## src/rtl/vag_pkg.sv

```systemverilog
// Shared types and constants for the block ADPCM decoder.
// Used by the front end, the queue, the back end and the top level.
package vag_pkg;

   localparam int QUEUE_DEPTH = 2;

   localparam logic [3:0] POS_HEADER = 4'd0;
   localparam logic [3:0] POS_FLAGS  = 4'd1;
   localparam logic [3:0] POS_LAST   = 4'd15;

   localparam logic [3:0] FILTER_MAX = 4'd4;
   localparam logic [2:0] FILTER_BAD = 3'd5;

   typedef struct packed {
      logic [7:0] data_byte;
      logic [3:0] shift_range;
      logic [2:0] filter_select;
      logic [2:0] block_flags;
      logic       block_last;
      logic       clear_hist;
   } entry_type;

   function automatic logic [7:0] coef_one(input logic [2:0] filt);
      logic [7:0] c;
      unique case (filt)
         3'd1:    c = 8'd60;
         3'd2:    c = 8'd115;
         3'd3:    c = 8'd98;
         3'd4:    c = 8'd122;
         default: c = 8'd0;
      endcase
      return c;
   endfunction

   function automatic logic [7:0] coef_two(input logic [2:0] filt);
      logic [7:0] c;
      unique case (filt)
         3'd2:    c = 8'd52;
         3'd3:    c = 8'd55;
         3'd4:    c = 8'd60;
         default: c = 8'd0;
      endcase
      return c;
   endfunction

endpackage

```

## src/rtl/vag_queue.sv

```systemverilog
// Two-entry queue of decoded block bytes between front and back end.
// Depends on vag_pkg for the entry type and depth.
module vag_queue import vag_pkg::*; (
   input  logic      clock,
   input  logic      reset,
   input  logic      push,
   input  entry_type push_entry,
   output logic      full,
   output logic      head_valid,
   output entry_type head_entry,
   input  logic      pop
);

   localparam int PTR_W = (QUEUE_DEPTH > 1) ? $clog2(QUEUE_DEPTH) : 1;
   localparam int CNT_W = $clog2(QUEUE_DEPTH + 1);
   localparam logic [CNT_W-1:0] DEPTH_CNT = CNT_W'(QUEUE_DEPTH);
   localparam logic [PTR_W-1:0] LAST_PTR  = PTR_W'(QUEUE_DEPTH - 1);

   entry_type            slot_ff [QUEUE_DEPTH];
   logic [PTR_W-1:0]     wr_ptr_ff, wr_ptr_in;
   logic [PTR_W-1:0]     rd_ptr_ff, rd_ptr_in;
   logic [CNT_W-1:0]     count_ff, count_in;
   logic                 do_push, do_pop;

   assign full       = (count_ff == DEPTH_CNT);
   assign head_valid = (count_ff != '0);
   assign head_entry = slot_ff[rd_ptr_ff];
   assign do_push    = push && !full;
   assign do_pop     = pop && head_valid;

   always_comb begin
      wr_ptr_in = wr_ptr_ff;
      rd_ptr_in = rd_ptr_ff;
      count_in  = count_ff;
      if (do_push) begin
         wr_ptr_in = (wr_ptr_ff == LAST_PTR) ? '0 : wr_ptr_ff + PTR_W'(1);
      end
      if (do_pop) begin
         rd_ptr_in = (rd_ptr_ff == LAST_PTR) ? '0 : rd_ptr_ff + PTR_W'(1);
      end
      if (do_push && !do_pop) begin
         count_in = count_ff + CNT_W'(1);
      end else if (do_pop && !do_push) begin
         count_in = count_ff - CNT_W'(1);
      end
   end

   always_ff @(posedge clock) begin
      if (reset) begin
         wr_ptr_ff <= '0;
         rd_ptr_ff <= '0;
         count_ff  <= '0;
      end else begin
         wr_ptr_ff <= wr_ptr_in;
         rd_ptr_ff <= rd_ptr_in;
         count_ff  <= count_in;
      end
   end

   always_ff @(posedge clock) begin
      if (do_push) begin
         slot_ff[wr_ptr_ff] <= push_entry;
      end
   end

endmodule

```

## src/rtl/vag_front.sv

```systemverilog
// Front end: accepts compressed bytes, tracks block position and header.
// Pushes data bytes with their block context into the queue; uses vag_pkg.
module vag_front import vag_pkg::*; (
   input  logic       clock,
   input  logic       reset,
   input  logic       req_valid,
   output logic       req_stall,
   input  logic [7:0] req_data_byte,
   input  logic       req_sample_start,
   output logic       push,
   output entry_type  push_entry,
   input  logic       queue_full
);

   logic [3:0] pos_ff, pos_in;
   logic [3:0] shift_ff, shift_in;
   logic [2:0] filter_ff, filter_in;
   logic [2:0] flags_ff, flags_in;
   logic       clear_ff, clear_in;
   logic       accept;
   logic [3:0] cur_pos;
   logic       clear_now;

   assign req_stall = queue_full;
   assign accept    = req_valid && !queue_full;
   assign cur_pos   = req_sample_start ? POS_HEADER : pos_ff;
   assign clear_now = req_sample_start || clear_ff;

   always_comb begin
      pos_in    = pos_ff;
      shift_in  = shift_ff;
      filter_in = filter_ff;
      flags_in  = flags_ff;
      clear_in  = clear_ff;
      push      = 1'b0;
      push_entry.data_byte     = req_data_byte;
      push_entry.shift_range   = shift_ff;
      push_entry.filter_select = filter_ff;
      push_entry.block_flags   = flags_ff;
      push_entry.block_last    = (cur_pos == POS_LAST);
      push_entry.clear_hist    = clear_now;
      if (accept) begin
         pos_in = cur_pos + 4'd1;
         priority if (cur_pos == POS_HEADER) begin
            shift_in  = req_data_byte[3:0];
            filter_in = ({1'b0, req_data_byte[7:4]} > {1'b0, FILTER_MAX})
                        ? FILTER_BAD : req_data_byte[6:4];
            clear_in  = clear_now;
         end else if (cur_pos == POS_FLAGS) begin
            flags_in = req_data_byte[2:0];
            clear_in = clear_now;
         end else begin
            push     = 1'b1;
            clear_in = 1'b0;
         end
      end
   end

   always_ff @(posedge clock) begin
      if (reset) begin
         pos_ff    <= '0;
         shift_ff  <= '0;
         filter_ff <= '0;
         flags_ff  <= '0;
         clear_ff  <= 1'b0;
      end else begin
         pos_ff    <= pos_in;
         shift_ff  <= shift_in;
         filter_ff <= filter_in;
         flags_ff  <= flags_in;
         clear_ff  <= clear_in;
      end
   end

endmodule

```

## src/rtl/vag_back.sv

```systemverilog
// Back end: one predictor step per cycle while not stalled, low nibble then high nibble.
// Holds the sample history and the result register; uses vag_pkg.
module vag_back import vag_pkg::*; #(
   parameter int FRAC_BITS = 12
) (
   input  logic        clock,
   input  logic        reset,
   input  logic        head_valid,
   input  entry_type   head_entry,
   output logic        pop,
   output logic        rsp_valid,
   input  logic        rsp_stall,
   output logic [15:0] rsp_pcm_sample,
   output logic        rsp_block_last,
   output logic        rsp_end_flag,
   output logic        rsp_repeat_flag,
   output logic        rsp_loop_start_flag,
   output logic        rsp_bad_filter
);

   localparam int WIDE_W = 41;
   localparam int QUO_W  = 33;
   localparam logic signed [WIDE_W-1:0] HIST_MAX = WIDE_W'(64'sh7FFF_FFFF);
   localparam logic signed [WIDE_W-1:0] HIST_MIN = -WIDE_W'(64'sh8000_0000);
   localparam logic signed [QUO_W-1:0]  ROUND_BIAS =
      (QUO_W'(1) <<< FRAC_BITS) - QUO_W'(1);
   localparam logic signed [QUO_W-1:0]  PCM_MAX = QUO_W'(32767);
   localparam logic signed [QUO_W-1:0]  PCM_MIN = -QUO_W'(32768);

   logic               phase_ff, phase_in;
   logic signed [31:0] hist1_ff, hist1_in;
   logic signed [31:0] hist2_ff, hist2_in;
   logic               out_valid_ff, out_valid_in;
   logic [15:0]        pcm_ff;
   logic               last_ff;
   logic [2:0]         flags_ff;
   logic               bad_ff;

   logic               fire;
   logic               use_zero;
   logic signed [31:0] h1, h2;
   logic [3:0]         nib;
   logic signed [15:0] raw;
   logic signed [WIDE_W-1:0] prod1, prod2, pred, total;
   logic signed [31:0] hist_new;
   logic signed [QUO_W-1:0] quo;
   logic [15:0]        pcm_new;

   assign fire     = head_valid && (!out_valid_ff || !rsp_stall);
   assign pop      = fire && phase_ff;
   assign use_zero = head_entry.clear_hist && !phase_ff;
   assign h1       = use_zero ? '0 : hist1_ff;
   assign h2       = use_zero ? '0 : hist2_ff;
   assign nib      = phase_ff ? head_entry.data_byte[7:4] : head_entry.data_byte[3:0];
   assign raw      = $signed({nib, 12'b0}) >>> head_entry.shift_range;

   always_comb begin
      prod1 = WIDE_W'(h1) * WIDE_W'($signed({1'b0, coef_one(head_entry.filter_select)}));
      prod2 = WIDE_W'(h2) * WIDE_W'($signed({1'b0, coef_two(head_entry.filter_select)}));
      pred  = prod1 - prod2;
      total = (WIDE_W'(raw) <<< FRAC_BITS) + (pred >>> 6);
      priority if (total > HIST_MAX) begin
         hist_new = 32'sh7FFF_FFFF;
      end else if (total < HIST_MIN) begin
         hist_new = 32'sh8000_0000;
      end else begin
         hist_new = total[31:0];
      end
      if (hist_new < 0) begin
         quo = (QUO_W'(hist_new) + ROUND_BIAS) >>> FRAC_BITS;
      end else begin
         quo = QUO_W'(hist_new) >>> FRAC_BITS;
      end
      priority if (quo > PCM_MAX) begin
         pcm_new = 16'h7FFF;
      end else if (quo < PCM_MIN) begin
         pcm_new = 16'h8000;
      end else begin
         pcm_new = quo[15:0];
      end
   end

   always_comb begin
      phase_in     = phase_ff;
      hist1_in     = hist1_ff;
      hist2_in     = hist2_ff;
      out_valid_in = out_valid_ff && rsp_stall;
      if (fire) begin
         phase_in     = !phase_ff;
         hist1_in     = hist_new;
         hist2_in     = h1;
         out_valid_in = 1'b1;
      end
   end

   always_ff @(posedge clock) begin
      if (reset) begin
         phase_ff     <= 1'b0;
         hist1_ff     <= '0;
         hist2_ff     <= '0;
         out_valid_ff <= 1'b0;
      end else begin
         phase_ff     <= phase_in;
         hist1_ff     <= hist1_in;
         hist2_ff     <= hist2_in;
         out_valid_ff <= out_valid_in;
      end
   end

   always_ff @(posedge clock) begin
      if (fire) begin
         pcm_ff   <= pcm_new;
         last_ff  <= head_entry.block_last && phase_ff;
         flags_ff <= head_entry.block_flags;
         bad_ff   <= (head_entry.filter_select == FILTER_BAD);
      end
   end

   assign rsp_valid           = out_valid_ff;
   assign rsp_pcm_sample      = pcm_ff;
   assign rsp_block_last      = last_ff;
   assign rsp_end_flag        = flags_ff[0];
   assign rsp_repeat_flag     = flags_ff[1];
   assign rsp_loop_start_flag = flags_ff[2];
   assign rsp_bad_filter      = bad_ff;

endmodule

```

## src/rtl/vag_adpcm_block_decoder.sv

```systemverilog
// Top level of the block ADPCM decoder: front end, queue and back end.
// Depends on vag_pkg, vag_front, vag_queue and vag_back.
//
// Usage:
//   req_* carries one compressed byte per beat; req_sample_start marks the
//   first byte of a new sample and clears the history and block position.
//   Bytes 0 and 1 of each 16-byte block (range/filter, flags) give no beat
//   on rsp_*; each later byte gives two rsp_* beats, low nibble first.
//   With the queue empty and the back end idle, an accepted data byte is
//   written into a queue slot; the back end then registers its low-nibble
//   sample and after it the high-nibble sample in the result register.
//   Throughput is set by the single predictor unit in the back end, which
//   runs one history step per cycle while not stalled, two per data byte.
//   Header bytes need no step. A two-entry queue lets the front end take
//   bytes while the back end works or the receiver stalls.
//   When rsp_stall is high the result beat holds; once the queue fills,
//   req_stall rises. Reset clears position, header, history, queue and the
//   result valid; nothing is delivered until new bytes arrive.
module vag_adpcm_block_decoder import vag_pkg::*; #(
   parameter int FRAC_BITS = 12
) (
   input  logic        clock,
   input  logic        reset,
   input  logic        req_valid,
   output logic        req_stall,
   input  logic [7:0]  req_data_byte,
   input  logic        req_sample_start,
   output logic        rsp_valid,
   input  logic        rsp_stall,
   output logic [15:0] rsp_pcm_sample,
   output logic        rsp_block_last,
   output logic        rsp_end_flag,
   output logic        rsp_repeat_flag,
   output logic        rsp_loop_start_flag,
   output logic        rsp_bad_filter
);

   logic      push;
   entry_type push_entry;
   logic      queue_full;
   logic      head_valid;
   entry_type head_entry;
   logic      pop;

   vag_front u_front (
      .clock            (clock),
      .reset            (reset),
      .req_valid        (req_valid),
      .req_stall        (req_stall),
      .req_data_byte    (req_data_byte),
      .req_sample_start (req_sample_start),
      .push             (push),
      .push_entry       (push_entry),
      .queue_full       (queue_full)
   );

   vag_queue u_queue (
      .clock      (clock),
      .reset      (reset),
      .push       (push),
      .push_entry (push_entry),
      .full       (queue_full),
      .head_valid (head_valid),
      .head_entry (head_entry),
      .pop        (pop)
   );

   vag_back #(
      .FRAC_BITS (FRAC_BITS)
   ) u_back (
      .clock               (clock),
      .reset               (reset),
      .head_valid          (head_valid),
      .head_entry          (head_entry),
      .pop                 (pop),
      .rsp_valid           (rsp_valid),
      .rsp_stall           (rsp_stall),
      .rsp_pcm_sample      (rsp_pcm_sample),
      .rsp_block_last      (rsp_block_last),
      .rsp_end_flag        (rsp_end_flag),
      .rsp_repeat_flag     (rsp_repeat_flag),
      .rsp_loop_start_flag (rsp_loop_start_flag),
      .rsp_bad_filter      (rsp_bad_filter)
   );

endmodule
```

## config.mk

```make
export PLATFORM = sky130hd
export DESIGN_NAME = vag_adpcm_block_decoder
export DESIGN_NICKNAME = d
export VERILOG_FILES = /design/src/rtl/vag_pkg.sv /design/src/rtl/vag_queue.sv /design/src/rtl/vag_front.sv /design/src/rtl/vag_back.sv /design/src/rtl/vag_adpcm_block_decoder.sv
export SDC_FILE = /design/constraint.sdc
export NUM_CORES = 1
export LEC_CHECK = 0
export BUFFER_PORTS_ARGS = -buffer_cell sky130_fd_sc_hd__buf_2
export CAP_MARGIN = 10
export CORE_MARGIN = 5
export CORE_UTILIZATION = 46
export DETAILED_ROUTE_END_ITERATION = 8
export GPL_ROUTABILITY_DRIVEN = 0
export PLACE_DENSITY = 0.74
export SYNTH_ARGS = -nofsm -noshare
export SYNTH_HDL_FRONTEND = slang
export SYNTH_SLANG_ARGS = --single-unit
export TNS_END_PERCENT = 50
```

## constraint.sdc

```tcl
create_clock -name clock -period 10.5 [get_ports clock]
set_input_delay 2.1 -clock clock [delete_from_list [all_inputs] [get_ports clock]]
set_output_delay 2.1 -clock clock [all_outputs]
set_load 0.02 [all_outputs]
```

==> results of run 1 <==
## synthesized netlist by cell type (all sizes together) (6+ instances only)
master  count  area [um2]
inv       497        1870
fa        369        7390
nor2      315        1180
nand2     165         619
ha        152        1900
nand3     136         686
a21oi     123         616
dfxtp      86        1720
o21ai      74         397
clkbuf     64         240
edfxtp     61        1830
xnor2      46         410
buf        32         144
nor3       30         160
xor2       24         210
a211oi     23         173
mux2i      21         210
o21a       20         150
and2       18         113
a31oi      16         115
a21o       15         113
nand2b     14        90.1
nor2b      12        75.1
o31ai      10        85.1
a211o       9        78.8
mux2        9         101
or3         8        50.1
and3        7        43.8
o22ai       7        43.8
a21boi      6        45.0
o211ai      6        45.0
o31a        6        52.6
## per-layer routing
layer	wire (um)	track usage (%)	part of all wire, %	vias up
met5	0	0	0	-
met4	4140	11.4	5.9	0
met3	5780	5.33	8.3	351
met2	34300	44.7	49	1151
met1	25600	31.7	37	9928
li1	-	-	-	8867
## timing repair
item	4_1_cts	5_1_grt
cloned	4	4
hold buffers	0	0
setup endpoints to repair	38	44
pin swaps	124	105
gates resized for setup	207	167
buffers inserted	38	30
## placed cells by master (no fill, tap or decap), drive strengths merged, types with 12 or more instances in the layout
master    n
a211oi   23
a21o     15
a21oi   123
a31oi    16
and2     18
buf     576
clkbuf   20
dfxtp    86
edfxtp   61
fa      369
ha      152
inv     506
mux2i    21
nand2   165
nand2b   14
nand3   136
nor2    315
nor2b    12
nor3     30
o21a     20
o21ai    74
xnor2    46
xor2     24
## state kept, by name, indices dropped and copies added (netlist names), named ones only
| name | count |
|---|---|
| u_back.rsp_bad_filter | 1 |
| u_back.rsp_block_last | 1 |
| u_queue.rd_ptr_ff | 1 |
| u_front.flags_ff | 3 |
| u_back.hist1_ff | 32 |
| u_front.filter_ff | 3 |
| u_back.flags_ff | 3 |
| u_front.pos_ff | 4 |
| u_front.shift_ff | 4 |
| u_back.rsp_valid | 1 |
| u_back.rsp_pcm_sample | 16 |
| u_queue.wr_ptr_ff | 1 |
| u_back.phase_ff | 1 |
| u_front.clear_ff | 1 |
| u_queue.slot_ff | 40 |
| u_queue.count_ff | 2 |
| u_back.hist2_ff | 32 |
## layout make-up
cell class / instances / area, um2
flip-flops and latches: 147 / 3560
clock buffers: 17 / 425
repair buffers: 579 / 4740
inverters: 497 / 1870
multi-input cells: 1721 / 17100
fillers: 3468 / 17900
clock inverters: 15 / 235
well taps: 607 / 759
diodes: 1 / 2.50
## kinds of logic after synthesis
logic type      Yosys count  share of synthesized area, %
compound gates          352                          10.5
xor+xnor                 70                          2.86
fa+ha+maj               521                          42.8
buf+inv                 593                          10.4
flops                   147                          16.4
mux                      34                          1.85
simple gates            743                          15.3
## final timing paths
path / depth (start not counted) / slack [ns] / end
min: 0 / 0.46 / u_queue.slot_ff[1][8]
min reg2reg: 0 / 0.46 / u_queue.slot_ff[1][8]
max: 46 / -0.34 / u_back.rsp_pcm_sample[3]
max reg2reg: 46 / -0.34 / u_back.rsp_pcm_sample[3]
## per-stage QoR
step           std cells  worst slack, ns  utilization, %  hold WS [ns]
2_1_floorplan       2460          0.00836               -         0.425
3_3_place_gp        3478           -0.493            55.7         0.432
3_5_place_dp        3478           -0.792            55.7         0.439
4_1_cts             3551          0.00282            59.8         0.455
5_1_grt             3583           -0.725            61.5         0.475
6_report            3584           -0.344            61.5         0.456
==> results.sh, run 1 <==
export IMPL_via_count_of_the_first_global_routing_pass=21100
export IMPL_vias_per_cell=5.66
export IMPL_start_util_pct=46.5
export IMPL_maximum_number_of_pins_on_one_net_before_global_route_repair=87
export IMPL_cts_buffers=17
export IMPL_critical_path_most_common_cell="sky130_fd_sc_hd__buf_4"
export IMPL_clock_tree_from_tritoncts="yes"
export IMPL_setup_viol=15
export IMPL_antenna_found_initial=1
export IMPL_cp_arrival_ns=11.14
export IMPL_critical_path_top_delay_family="adder cells"
export IMPL_globalRouteOverflowTotal=0
export IMPL_fp_coreArea_um2=46700
export IMPL_postLayoutSetupSlackWorst_ns=-0.344
export IMPL_startpoint="u_queue.slot_ff[0][6]"
export IMPL_max_slew_worst_pin_slew_ns=1.14
export IMPL_finalWorstPathRequiredPeriod_ns=10.84
export IMPL_max_clock_path_buffers=2
export IMPL_layout_area_overhead_vs_synth_pct=32.2
export IMPL_setup_tns_ns=-4.78
export IMPL_asr_flop_ratio_synth_pct=0
export IMPL_worst_setup_hold_path_clk_slew_ns=0.08
export IMPL_fp_dieW_um=227
export IMPL_worst_hold_startpoint="u_front.shift_ff[0]"
export IMPL_placement_cell_area_um2=26000
export IMPL_timing_fmax_mhz=92.2
export IMPL_synth_ff_type="sky130_fd_sc_hd__dfxtp_1"
export IMPL_path_buf_inv=13
export IMPL_crit_path_max_fanout=7
export IMPL_cts_root_buf="sky130_fd_sc_hd__clkbuf_16"
export IMPL_crit_path_start_kind="flip-flop"
export IMPL_final_routed_wire_length_divided_by_cell_count_um=19.5
export IMPL_maxCapViolCount=0
export IMPL_num_io_pins=36
export IMPL_synthesis_yosys_warnings=0
export IMPL_rows=79
export IMPL_final_layout_size_suffix_gt1_share_pct=30.4
export IMPL_detailedRoute_firstPassIterationCount=9
export IMPL_syn_mean_instance_area_um2=8.83
export IMPL_violations="DRC, setup timing"
export IMPL_drtIter0Drc=1874
export IMPL_chipHeight_um=227
export IMPL_synth_seq_cells=147
export IMPL_synth_cell_area_um2=21700
export IMPL_timing_critical_path_required_ns=10.80
export IMPL_clock_sinks=147
export IMPL_syn_num_nets=2994
export IMPL_rr_startpoint="u_queue.slot_ff[0][6]"
export IMPL_route_vias_total=20300
export IMPL_synth_edff_count=61
export IMPL_hold_class="reg -> reg"
export IMPL_cp_slowest_stage_delay_ns=0.57
export IMPL_die_area_um2=51600
export IMPL_clock_latency_late_sink_ns=0.48
export IMPL_critPathCaptureType="flip-flop"
export IMPL_grt_pass1_wl_um=107000
export IMPL_drt_total_wl_um=69700
export IMPL_worst_clock_skew_ns=0.0304
export IMPL_timing_final_hold_violations=0
export IMPL_slew_viol_final=0
export IMPL_groute_usage_overall_pct=25.9
export IMPL_finalInstanceArea_um2=28700
export IMPL_post_synth_num_cell_types=83
export IMPL_synth_yosys_seq_area_share_pct=16.4
export IMPL_critical_path_top_delay_cell="sky130_fd_sc_hd__fa_1"
export IMPL_worst_slew_margin_rel_pct=23.7
export IMPL_crit_type="reg -> reg"
export IMPL_status="complete, but fails checks"
export IMPL_num_nets_final=3497
export IMPL_fin_crit_share_pct=103
export IMPL_synthCells=2460
export IMPL_io_buffers=35
export IMPL_rsz0062_at_grt="true"
export IMPL_htree_num_levels=4
export IMPL_dp_hpwl_um=49600
export IMPL_ant_nets=0
export IMPL_dr_drc_count=2
Power of run 1 is left out: the tool's default activity adds up to more than one toggle a clock period on the data nets, which glitch-free logic cannot reach.
==> run 2: changes to the inputs <==
--- a/config.mk
+++ b/config.mk
@@ -12,6 +12,7 @@
 export DETAILED_ROUTE_END_ITERATION = 8
 export GPL_ROUTABILITY_DRIVEN = 0
 export PLACE_DENSITY = 0.74
+export RECOVER_POWER = 25
 export SYNTH_ARGS = -nofsm -noshare
 export SYNTH_HDL_FRONTEND = slang
 export SYNTH_SLANG_ARGS = --single-unit
==> constraint.sdc (replaced) <==
create_clock -name clock -period 10.5 [get_ports clock]
set_input_delay 2.1 -clock clock [delete_from_list [all_inputs] [get_ports clock]]
set_output_delay 2.1 -clock clock [all_outputs]
set_load 0.01 [all_outputs]
==> run 2 against run 1 <==
The run still ends with DRC, setup timing left; global-route usage unchanged; core utilization about the same; worst setup slack got worse by 0.011 ns; non-clock buffer count unchanged; flip-flop and latch count unchanged; maximum frequency about the same; clock skew about the same; count of clock-buffer cells in the layout unchanged; critical path type unchanged; highest routed layer unchanged.
==> results.sh, run 2 (synthesized netlist as in run 1, its figures left out) <==
export IMPL_final_routed_wire_length_divided_by_cell_count_um=19.5
export IMPL_layout_area_overhead_vs_synth_pct=32.2
export IMPL_io_buffers=35
export IMPL_commonest_cells_after_routing_fill_and_taps_aside="486 x sky130_fd_sc_hd__buf_4, 464 x sky130_fd_sc_hd__inv_1, 322 x sky130_fd_sc_hd__fa_1"
export IMPL_cts_hold_buf=0
export IMPL_postLayoutSetupSlackWorst_ns=-0.354
export IMPL_max_clock_path_buffers=2
export IMPL_worst_setup_hold_path_clk_slew_ns=0.09
export IMPL_clock_tree_from_tritoncts="yes"
export IMPL_slew_viol_final=0
export IMPL_maxCapViolCount=0
export IMPL_regMostFlops="u_queue.slot_ff"
export IMPL_max_slew_worst_pin_slew_ns=1.14
export IMPL_htree_num_levels=4
export IMPL_num_io_pins=36
export IMPL_finalNonFillerCells=3584
export IMPL_cp_arrival_ns=11.07
export IMPL_crit_path_max_fanout=8
export IMPL_final_layout_size_suffix_gt1_share_pct=30.4
export IMPL_die_area_um2=51600
export IMPL_clock_sinks=147
export IMPL_crit_type="reg -> reg"
export IMPL_finalWorstPathRequiredPeriod_ns=10.85
export IMPL_status="complete, but fails checks"
export IMPL_vias_per_cell=5.67
export IMPL_largest_register_ffs=40
export IMPL_cts_buffers=17
export IMPL_dp_hpwl_um=49600
export IMPL_fin_crit_share_pct=103
export IMPL_setup_tns_ns=-4.96
export IMPL_globalRouteOverflowTotal=0
export IMPL_timing_critical_path_required_ns=10.72
export IMPL_num_nets_final=3497
export IMPL_layout_commonest_cell="sky130_fd_sc_hd__buf_4"
export IMPL_dp_cells=3478
export IMPL_hold_class="reg -> reg"
export IMPL_start_util_pct=46.5
export IMPL_worst_slew_margin_rel_pct=23.7
export IMPL_via_count_of_the_first_global_routing_pass=21100
export IMPL_timing_final_hold_violations=0
export IMPL_route_vias_total=20300
export IMPL_fp_coreArea_um2=46700
export IMPL_dr_drc_count=1
export IMPL_cts_root_buf="sky130_fd_sc_hd__clkbuf_16"
export IMPL_violations="DRC, setup timing"
export IMPL_worst_clock_skew_ns=0.0302
export IMPL_grt_pass1_wl_um=107000
export IMPL_placement_cell_area_um2=26000
export IMPL_setup_viol=15
export IMPL_critical_path_top_delay_cell="sky130_fd_sc_hd__fa_1"
export IMPL_ant_nets=0
export IMPL_drtIter0Drc=1867
export IMPL_rows=79
export IMPL_detailedRoute_firstPassIterationCount=9
export IMPL_crit_path_start_kind="flip-flop"
export IMPL_timing_fmax_mhz=92.1
export IMPL_layout_core_utilization_pct=61.5
export IMPL_finalInstanceArea_um2=28700
export IMPL_clock_latency_late_sink_ns=0.48
export IMPL_maximum_number_of_pins_on_one_net_before_global_route_repair=87
export IMPL_chipHeight_um=227
export IMPL_reg_largest_list="u_queue.slot_ff: 40 flops, u_back.hist1_ff: 32 flops, u_back.hist2_ff: 32 flops"
export IMPL_cp_slowest_stage_delay_ns=0.61
export IMPL_rsz0062_at_grt="true"
export IMPL_fp_dieW_um=227
export IMPL_critPathCaptureType="flip-flop"
export IMPL_groute_usage_overall_pct=25.9
export IMPL_drt_total_wl_um=69700
export IMPL_antenna_found_initial=1
-- run 2: metal layers --
metal	vias up	global-route usage (%)	part of all wire, %
met1	9959	31.7	37
li1	8862	-	-
met5	-	0	0
met2	1162	44.7	49
met3	340	5.33	8.4
met4	0	11.4	5.8
-- run 2: path summary, 6_finish.rpt --
kind,startpoint,depth (start not counted),slack [ns],endpoint
worst min-delay path,u_front.shift_ff[0],0,0.46,u_queue.slot_ff[1][8]
worst max-delay path,u_queue.slot_ff[0][6],45,-0.35,u_back.rsp_pcm_sample[6]
worst max register to register,u_queue.slot_ff[0][6],45,-0.35,u_back.rsp_pcm_sample[6]
worst min register to register,u_front.shift_ff[0],0,0.46,u_queue.slot_ff[1][8]
-- run 2: timing repair --
| action | CTS | global route |
|---|---|---|
| pin swaps | 124 | 105 |
| resized for setup | 207 | 167 |
| cloned | 4 | 4 |
| buffers inserted | 38 | 30 |
| setup endpoints to repair | 38 | 44 |
-- run 2: critical path, delay by kind of cell (launching register included) --
family                     cells  cell delay (ns)
buffers and inverters         13             1.68
xor gates and xnor gates       1             0.12
adders and majority gates      8             3.72
AOI/OAI and AO/OA             15             3.33
DFF                            1             0.45
and+or+nand+nor                7             1.14
muxes                          1             0.17
-- run 2: final cells by class --
| class | count | area [um2] |
|---|---|---|
| fill | 3467 | 17900 |
| multi-input combinational | 1721 | 17100 |
| timing repair buffer | 579 | 4740 |
| sequential | 147 | 3560 |
| inverter | 497 | 1870 |
| tap | 607 | 759 |
| clock buffer | 17 | 425 |
| clock inverter | 15 | 235 |
| antenna | 1 | 2.50 |
-- run 2: through the flow --
step,worst slack (ns),hold WS (ns)
after global placement,-0.493,0.432
after CTS,0.00282,0.455
after detailed placement,-0.792,0.439
final,-0.354,0.456
after global routing,-0.725,0.475
after floorplan,0.00836,0.425
Power of run 2 is left out for the same reason.
